`src/hw/rtl/multichannel_triac_phase_dimmer_assert.svh`:
```
// assertion macros for the dimmer, sampled on clk and held off during reset
`ifndef MULTICHANNEL_TRIAC_PHASE_DIMMER_ASSERT_SVH
`define MULTICHANNEL_TRIAC_PHASE_DIMMER_ASSERT_SVH

// condition that must hold at every edge
`define MTPD_ASSERT_ALWAYS(label, expr) \
    label: assert property (@(posedge clk) disable iff (!rst_n) (expr)) \
        else $error("dimmer invariant violated");

// condition that must hold whenever the antecedent holds
`define MTPD_ASSERT_IMPLY(label, ante, cons) \
    label: assert property (@(posedge clk) disable iff (!rst_n) (ante) |-> (cons)) \
        else $error("dimmer implication violated");

`endif

```
`src/hw/rtl/mtpd_pkg.sv`:
```
package mtpd_pkg;

    localparam int CHANNELS   = 12;
    localparam int FULL_SCALE = 128;

    // wide enough to compare channel numbers and counts up to 63
    localparam int CNT_W = 6;

    localparam int DELAY_W = 8;
    localparam int STEP_W  = 8;
    localparam logic [STEP_W-1:0] STEP_MAX = '1;

    typedef enum logic [1:0] {
        REQ_TICK = 2'd0,
        REQ_ZERO = 2'd1,
        REQ_SET  = 2'd2
    } req_t;

    localparam logic CFG_ACTIVE    = 1'b0;
    localparam logic CFG_THRESHOLD = 1'b1;

    typedef struct packed {
        logic [1:0] req_type;
        logic [3:0] channel;
        logic [7:0] brightness;
    } item_t;

    typedef struct packed {
        logic [3:0] active_channels;
        logic [7:0] off_threshold;
    } cfg_t;

    typedef struct packed {
        logic [CHANNELS-1:0] gate;
        logic [CHANNELS-1:0] armed;
        logic [CHANNELS-1:0] gate_next;
    } status_t;

    function automatic logic [DELAY_W-1:0] bright_to_delay(
        input logic [7:0] bri,
        input logic [7:0] thr
    );
        logic [7:0] floor_lvl;
        logic [7:0] lvl;
        floor_lvl = (thr > 8'(FULL_SCALE)) ? 8'(FULL_SCALE) : thr;
        lvl       = (bri < floor_lvl) ? floor_lvl : bri;
        if (bri > 8'(FULL_SCALE))
        begin
            return '0;
        end
        return DELAY_W'(8'(FULL_SCALE) - lvl);
    endfunction

endpackage

```
`src/hw/rtl/mtpd_cfg.sv`:
```
module mtpd_cfg (
    input  logic          clk,
    input  logic          rst_n,
    input  logic          cfg_valid,
    output logic          cfg_ready,
    input  logic          cfg_index,
    input  logic [7:0]    cfg_data,
    output mtpd_pkg::cfg_t cfg
);

    logic [3:0] active_reg;
    logic [7:0] thresh_reg;

    assign cfg_ready = 1'b1;

    always_ff @(posedge clk or negedge rst_n)
    begin
        if (!rst_n)
        begin
            active_reg <= 4'd12;
            thresh_reg <= 8'd0;
        end
        else if (cfg_valid && cfg_ready)
        begin
            case (cfg_index)
                mtpd_pkg::CFG_ACTIVE:    active_reg <= cfg_data[3:0];
                mtpd_pkg::CFG_THRESHOLD: thresh_reg <= cfg_data;
                default:                 thresh_reg <= thresh_reg;
            endcase
        end
    end

    assign cfg.active_channels = active_reg;
    assign cfg.off_threshold   = thresh_reg;

endmodule

```
`src/hw/rtl/mtpd_core.sv`:
```
module mtpd_core (
    input  logic              clk,
    input  logic              rst_n,
    input  logic              en,
    input  mtpd_pkg::item_t   item,
    input  mtpd_pkg::cfg_t    cfg,
    output mtpd_pkg::status_t status
);

    localparam int N = mtpd_pkg::CHANNELS;

    logic [mtpd_pkg::DELAY_W-1:0] delay_reg [N];
    logic [mtpd_pkg::DELAY_W-1:0] delay_next [N];
    logic [mtpd_pkg::STEP_W-1:0]  step_reg [N];
    logic [mtpd_pkg::STEP_W-1:0]  step_next [N];
    logic [N-1:0]                 armed_reg;
    logic [N-1:0]                 armed_next;
    logic [N-1:0]                 gate_reg;
    logic [N-1:0]                 gate_next;

    logic [mtpd_pkg::CNT_W-1:0]   drive_n;
    logic [mtpd_pkg::CNT_W-1:0]   act_ext;
    logic [mtpd_pkg::DELAY_W-1:0] new_delay;

    assign act_ext   = mtpd_pkg::CNT_W'(cfg.active_channels);
    assign drive_n   = (act_ext > mtpd_pkg::CNT_W'(N)) ? mtpd_pkg::CNT_W'(N) : act_ext;
    assign new_delay = mtpd_pkg::bright_to_delay(item.brightness, cfg.off_threshold);

    for (genvar i = 0; i < N; i++)
    begin : g_ch
        logic active;
        logic hit;
        assign active = mtpd_pkg::CNT_W'(i) < drive_n;
        assign hit    = mtpd_pkg::CNT_W'(item.channel) == mtpd_pkg::CNT_W'(i);

        always_comb
        begin
            delay_next[i] = delay_reg[i];
            step_next[i]  = step_reg[i];
            armed_next[i] = armed_reg[i];
            gate_next[i]  = gate_reg[i];
            case (item.req_type)
                mtpd_pkg::REQ_SET:
                begin
                    if (hit)
                    begin
                        delay_next[i] = new_delay;
                    end
                end
                mtpd_pkg::REQ_ZERO:
                begin
                    step_next[i] = '0;
                    if (active)
                    begin
                        gate_next[i]  = 1'b0;
                        armed_next[i] = 1'b1;
                    end
                end
                mtpd_pkg::REQ_TICK:
                begin
                    if (active && armed_reg[i])
                    begin
                        if (step_reg[i] >= delay_reg[i])
                        begin
                            gate_next[i]  = 1'b1;
                            step_next[i]  = '0;
                            armed_next[i] = 1'b0;
                        end
                        else if (step_reg[i] < mtpd_pkg::STEP_MAX)
                        begin
                            step_next[i] = step_reg[i] + 1'b1;
                        end
                    end
                end
                default:
                begin
                    gate_next[i] = gate_reg[i];
                end
            endcase
        end

        always_ff @(posedge clk or negedge rst_n)
        begin
            if (!rst_n)
            begin
                delay_reg[i] <= '0;
                step_reg[i]  <= '0;
                armed_reg[i] <= 1'b0;
                gate_reg[i]  <= 1'b0;
            end
            else if (en)
            begin
                delay_reg[i] <= delay_next[i];
                step_reg[i]  <= step_next[i];
                armed_reg[i] <= armed_next[i];
                gate_reg[i]  <= gate_next[i];
            end
        end
    end

    assign status.gate      = gate_reg;
    assign status.armed     = armed_reg;
    assign status.gate_next = gate_next;

endmodule

```
`src/hw/rtl/multichannel_triac_phase_dimmer.sv`:
```
// Phase-angle dimmer for CHANNELS triac gates. Each transfer on the input channel is a
// tick, a zero crossing or a set-brightness request, and yields exactly one result: the
// gate levels of all channels after that request. One request is taken every clock cycle
// while input stall is low. The edge that takes a request loads the input register; a later
// edge, once the result register is empty or its output is not stalled, runs the
// per-channel update into the result register and makes the result valid. Input stall is
// raised only while both the input register and the result register are full and the
// output is stalled. Configuration writes (active channel count, off threshold) are
// always accepted and should be issued only with no request in flight.
`include "multichannel_triac_phase_dimmer_assert.svh"

module multichannel_triac_phase_dimmer (
    input  logic                          clk,
    input  logic                          rst_n,
    input  logic                          in_valid,
    output logic                          in_stall,
    input  logic [1:0]                    req_type,
    input  logic [3:0]                    channel,
    input  logic [7:0]                    brightness,
    output logic                          out_valid,
    input  logic                          out_stall,
    output logic [mtpd_pkg::CHANNELS-1:0] gates,
    input  logic                          cfg_valid,
    output logic                          cfg_ready,
    input  logic                          cfg_index,
    input  logic [7:0]                    cfg_data
);

    mtpd_pkg::cfg_t    cfg;
    mtpd_pkg::status_t status;
    mtpd_pkg::item_t   item_reg;

    logic                          in_vld_reg;
    logic                          in_vld_next;
    logic                          out_vld_reg;
    logic                          out_vld_next;
    logic [mtpd_pkg::CHANNELS-1:0] gates_reg;
    logic                          out_free;
    logic                          advance;
    logic                          accept;

    mtpd_cfg u_cfg (
        .clk       (clk),
        .rst_n     (rst_n),
        .cfg_valid (cfg_valid),
        .cfg_ready (cfg_ready),
        .cfg_index (cfg_index),
        .cfg_data  (cfg_data),
        .cfg       (cfg)
    );

    mtpd_core u_core (
        .clk    (clk),
        .rst_n  (rst_n),
        .en     (advance),
        .item   (item_reg),
        .cfg    (cfg),
        .status (status)
    );

    assign out_free = !out_vld_reg || !out_stall;
    assign advance  = in_vld_reg && out_free;
    assign in_stall = in_vld_reg && !out_free;
    assign accept   = in_valid && !in_stall;

    always_comb
    begin
        in_vld_next = in_vld_reg;
        if (accept)
        begin
            in_vld_next = 1'b1;
        end
        else if (advance)
        begin
            in_vld_next = 1'b0;
        end
    end

    always_comb
    begin
        out_vld_next = out_vld_reg;
        if (advance)
        begin
            out_vld_next = 1'b1;
        end
        else if (out_free)
        begin
            out_vld_next = 1'b0;
        end
    end

    always_ff @(posedge clk or negedge rst_n)
    begin
        if (!rst_n)
        begin
            in_vld_reg  <= 1'b0;
            out_vld_reg <= 1'b0;
        end
        else
        begin
            in_vld_reg  <= in_vld_next;
            out_vld_reg <= out_vld_next;
        end
    end

    always_ff @(posedge clk)
    begin
        if (accept)
        begin
            item_reg.req_type   <= req_type;
            item_reg.channel    <= channel;
            item_reg.brightness <= brightness;
        end
        if (advance)
        begin
            gates_reg <= status.gate_next;
        end
    end

    assign out_valid = out_vld_reg;
    assign gates     = gates_reg;

    // a channel is armed only while its gate waits low for the firing point
    `MTPD_ASSERT_ALWAYS(a_armed_gate_low, (status.armed & status.gate) == '0)
    `MTPD_ASSERT_IMPLY(a_stall_cause, in_stall, out_valid && out_stall)
    `MTPD_ASSERT_IMPLY(a_result_source, $rose(out_valid), $past(in_vld_reg))

endmodule
```
`config.mk`:
```
export PLATFORM = sky130hd
export DESIGN_NAME = multichannel_triac_phase_dimmer
export DESIGN_NICKNAME = d
export VERILOG_FILES = /design/src/hw/rtl/mtpd_pkg.sv /design/src/hw/rtl/mtpd_cfg.sv /design/src/hw/rtl/mtpd_core.sv /design/src/hw/rtl/multichannel_triac_phase_dimmer.sv
export VERILOG_INCLUDE_DIRS = /design/src /design/src/hw/rtl
export SDC_FILE = /design/constraint.sdc
export NUM_CORES = 1
export LEC_CHECK = 0
export ABC_AREA = 1
export ABC_CLOCK_PERIOD_IN_PS = 2900
export BUFFER_PORTS_ARGS = -buffer_cell sky130_fd_sc_hd__buf_2
export CAP_MARGIN = 25
export CORE_MARGIN = 2
export CORE_UTILIZATION = 29
export DETAILED_ROUTE_END_ITERATION = 6
export GPL_TIMING_DRIVEN = 0
export PLACE_DENSITY = 0.43
export SLEW_MARGIN = 20
export SYNTH_ARGS = -nofsm -noshare
export SYNTH_HDL_FRONTEND = slang
export SYNTH_SLANG_ARGS = --single-unit
export TNS_END_PERCENT = 20
```
`constraint.sdc`:
```
create_clock -name clk -period 2.9 [get_ports clk]
set_input_delay 0.29 -clock clk [delete_from_list [all_inputs] [get_ports clk]]
set_output_delay 0.29 -clock clk [all_outputs]
set_load 0.05 [all_outputs]
```
==> impl_results.md <==
* DP Cell Count at around 2500
* Number of global-route vias before repair at roughly 12000
* Largest net degree at the start of global routing at a little over 80
* Worst-Skew Late Latency at between 0.5 and 0.6 ns
* Post-route setup TNS at 0 ns
* Top cells by area, synth: dfrtp_1 (39%), nand2_1 (10%), ha_1 (10%)
* WHS at 0.0228 ns
* Layout cells sized above 1 at 0.106
* Placer Congestion at 0.783
* Final worst path period need at 2.74 ns
* Fin util at 0.346
* Seq/Total Area, Yosys at 0.450
* IO buf count at a little over 40
* Root Driver: clkbuf_16
* Max Freq at 365 MHz
* Ys async rst share at 0.898
* Initial antenna violation count at 3
* Synth top area share at 0.392
* Total global-route track usage at 0.155
* Final antenna-violating net count at 0
* Critical-path cell list: inv_1 > buf_6 > nand2_1 > ha_4 > a21oi_2 > o21a_1 > buf_4 > nand2_4 > nand2_1 > nand2_1 > ha_1 > nand2_2 > nor2_1 > o21ai_4 > buf_4 > buf_8 > o21ai_1
* Lkg Pwr at about 8.0 nW
* Worst path arrival time at between 3 and 4 ns
* Critical Path End Type: register
* Post-DP HPWL at between 20000 and 30000 µm
* Hold Path Stages at 3
* Clock H-tree levels at 2
* Dominant cell type by area after synthesis: dfrtp_1
* Die ar. at between 0.05 and 0.06 mm²
* Worst Skew at roughly 0.018 ns
* Ant diodes at 0
* Vias post-DR at approximately 12000
* Ys Warns at 0
* Top FF cell, synth: dfrtp_1
* Period Utilization, post-route at 0.945
* Synthesized cell area at roughly 0.015 mm²
* Fillers at approximately 5300
* WL per Instance at about 16 µm
* Syn_nets at 1915
* R2R cell count at 17
* Fin nets at roughly 2000
* Routed vias/inst at between 4 and 5
* #FFs+latches synth at ~260
* HP Class: in2reg
* Most used cell, CP: nand2_1
* Num rows at 82
* DRT iter0 DRCs at 794
* Core ar. at 0.0499 mm²
* DRC at 0
* Drt pass-1 iters at 5
* Initial core utilization at 0.292
* Unique masters post-synth at 48
* CTS tree: yes
* Area growth syn-to-layout at 18.7%
* Die Ht at between 200 and 250 µm
* Clock slew at reported path FFs at ~0.050 ns
* IO Pins at 43
* Slowest stage delay, CP at 0.35 ns
* Post-synthesis average cell area at a little over 8 µm²
* EDFF count, synth at 26
* Clock tree sinks at between 200 and 300
* Worst Tran Pin Value at approximately 0.78 ns
* Post-Layout Cell Count at 2575
* Clock Path Buffers at 3
* Max-cap violations at 0
* Die width at between 200 and 250 µm
* First-pass GRT wire length at ~64000 µm
* Slew HR at 0.478
* Routed wire length at 40400 µm
* Pwr per Cell Area at about 700 mW/mm²
* Crit Path Category: reg2reg
* Num CTS Buffers at 35
* Adder-cell share of the synthesized area at 0.0998
* Xor/xnor cell area share of the yosys netlist at 0.0241
* Fin. Hold Viols at 0
* Post-Syn Instances at 1771
* Synth Area in Compound Gates at 0.112
* VDD IR max at ~0.44 mV
* Post-Synth Simple-Gate Area at 0.222
* Mux contribution to synthesized area at 0.00310
* CP max stage cell: dfrtp_1
* Status: finished clean
* CP max FO at 10
* Setup crit start kind: register
* Total power at 0.0122 W
* WP data required at roughly 3.3 ns
* Slew Limit Fails at 0
* Setup violators final at 0
* RSZ-0062 raised after global routing: false
* Gr ovfl total at 0
* Largest family of logic cells by synthesized area: simple AND/OR/NAND/NOR gates
-- final timing paths --
check	start	endpoint	slack, ns
max	u_cfg.thresh_reg[7]$_DFFE_PN0P_	u_core.delay_reg[12]$_DFFE_PN0P_	0.16
min	cfg_data[2]	u_cfg.active_reg[2]$_DFFE_PN1P_	0.02
max reg2reg	u_cfg.thresh_reg[7]$_DFFE_PN0P_	u_core.delay_reg[12]$_DFFE_PN0P_	0.16
min reg2reg	u_core.delay_reg[87]$_DFFE_PN0P_	u_core.delay_reg[87]$_DFFE_PN0P_	0.48
max in group asynchronous	rst_n	u_core.step_reg[71]$_DFFE_PN0P_	1.65
min in group asynchronous	rst_n	u_core.step_reg[0]$_DFFE_PN0P_	0.20
-- cell usage in the layout, fill, tap and decap left out, types with 56 or more instances in the layout --
cell     Yosys  final
a21oi_1     72     70
o21ai_0    149    149
buf_2       21     56
ha_1       116    114
nand2_1    393    391
nand3_1     73     71
dfrtp_1    228    228
nor2_1     117    115
nand4_1     84     84
inv_1      276    276
-- area by class of cell --
| class | count | area, µm² | area share |
|---|---|---|---|
| well taps | 672 | 841 | 0.0487 |
| flip-flops and latches | 256 | 6540 | 0.379 |
| multi-input cells | 1188 | 6790 | 0.394 |
| clock buffers | 55 | 1070 | 0.0622 |
| plain buffers | 43 | 273 | 0.0158 |
| repair buffers | 69 | 553 | 0.0321 |
| clock inverters | 8 | 118 | 0.00682 |
| inverters | 284 | 1070 | 0.0618 |
-- through the flow --
stage | setup slack (ns) | area, µm²
after floorplan | 0.430 | 14500
after global placement | -3.10 | 15600
after detailed placement | -0.406 | 15700
after CTS | 0.00333 | 17100
after global routing | 0.000361 | 17300
final | 0.161 | 17300
-- critical path, delay by kind of cell (launching register included) --
family                     cells  cell delay (ns)
AOI/OAI and AO/OA              4             0.56
buffers and inverters          5             0.68
and+or+nand+nor                6             0.54
adders and majority gates      2             0.45
DFF                            1             0.35
-- kinds of logic after synthesis --
group,count (synthesis)
AND/OR/NAND/NOR,730
buffers and inverters,327
AO/OA/AOI/OAI,297
flip-flops,256
adder cells (fa/ha/maj),116
XOR/XNOR,40
multiplexers,4
other,1
-- cell usage after synthesis (7+ instances only) --
cell type and count:
nand2_1 393, inv_1 276, dfrtp_1 228, o21ai_0 149
nor2_1 117, ha_1 116, nand4_1 84, nand3_1 73
a21oi_1 72, xor2_1 28, edfxtp_1 26, nor3_1 24
o21ai_1 23, buf_2 21, a31oi_1 13, xnor2_1 12
clkbuf_1 10, nand2_2 9, inv_2 8, o21a_1 8
o31ai_1 8, or2_2 8, o2111ai_1 7
-- routing by layer --
metal | global-route usage | share of wire
met4 | 0.0525 | 0.032
met3 | 0.0303 | 0.042
met5 | 0 | 0
met2 | 0.245 | 0.44
met1 | 0.212 | 0.48
-- report_power, final --
part	leakage [nW]	switching [W]	internal (W)
registers	3.33	0.000355	0.00418
logic	4.08	0.00212	0.00104
clock network	0.583	0.00167	0.00280
-- what timing repair did --
item | in CTS | in global routing
setup buffers | 0 | 2
pin swaps | 0 | 2
hold endpoints to repair | 122 | 0
cloned | 0 | 3
hold buffers | 20 | 0
endpoints found under the setup margin | 42 | 60
gates resized for setup | 7 | 29
Power figures use the tool's default switching activity.
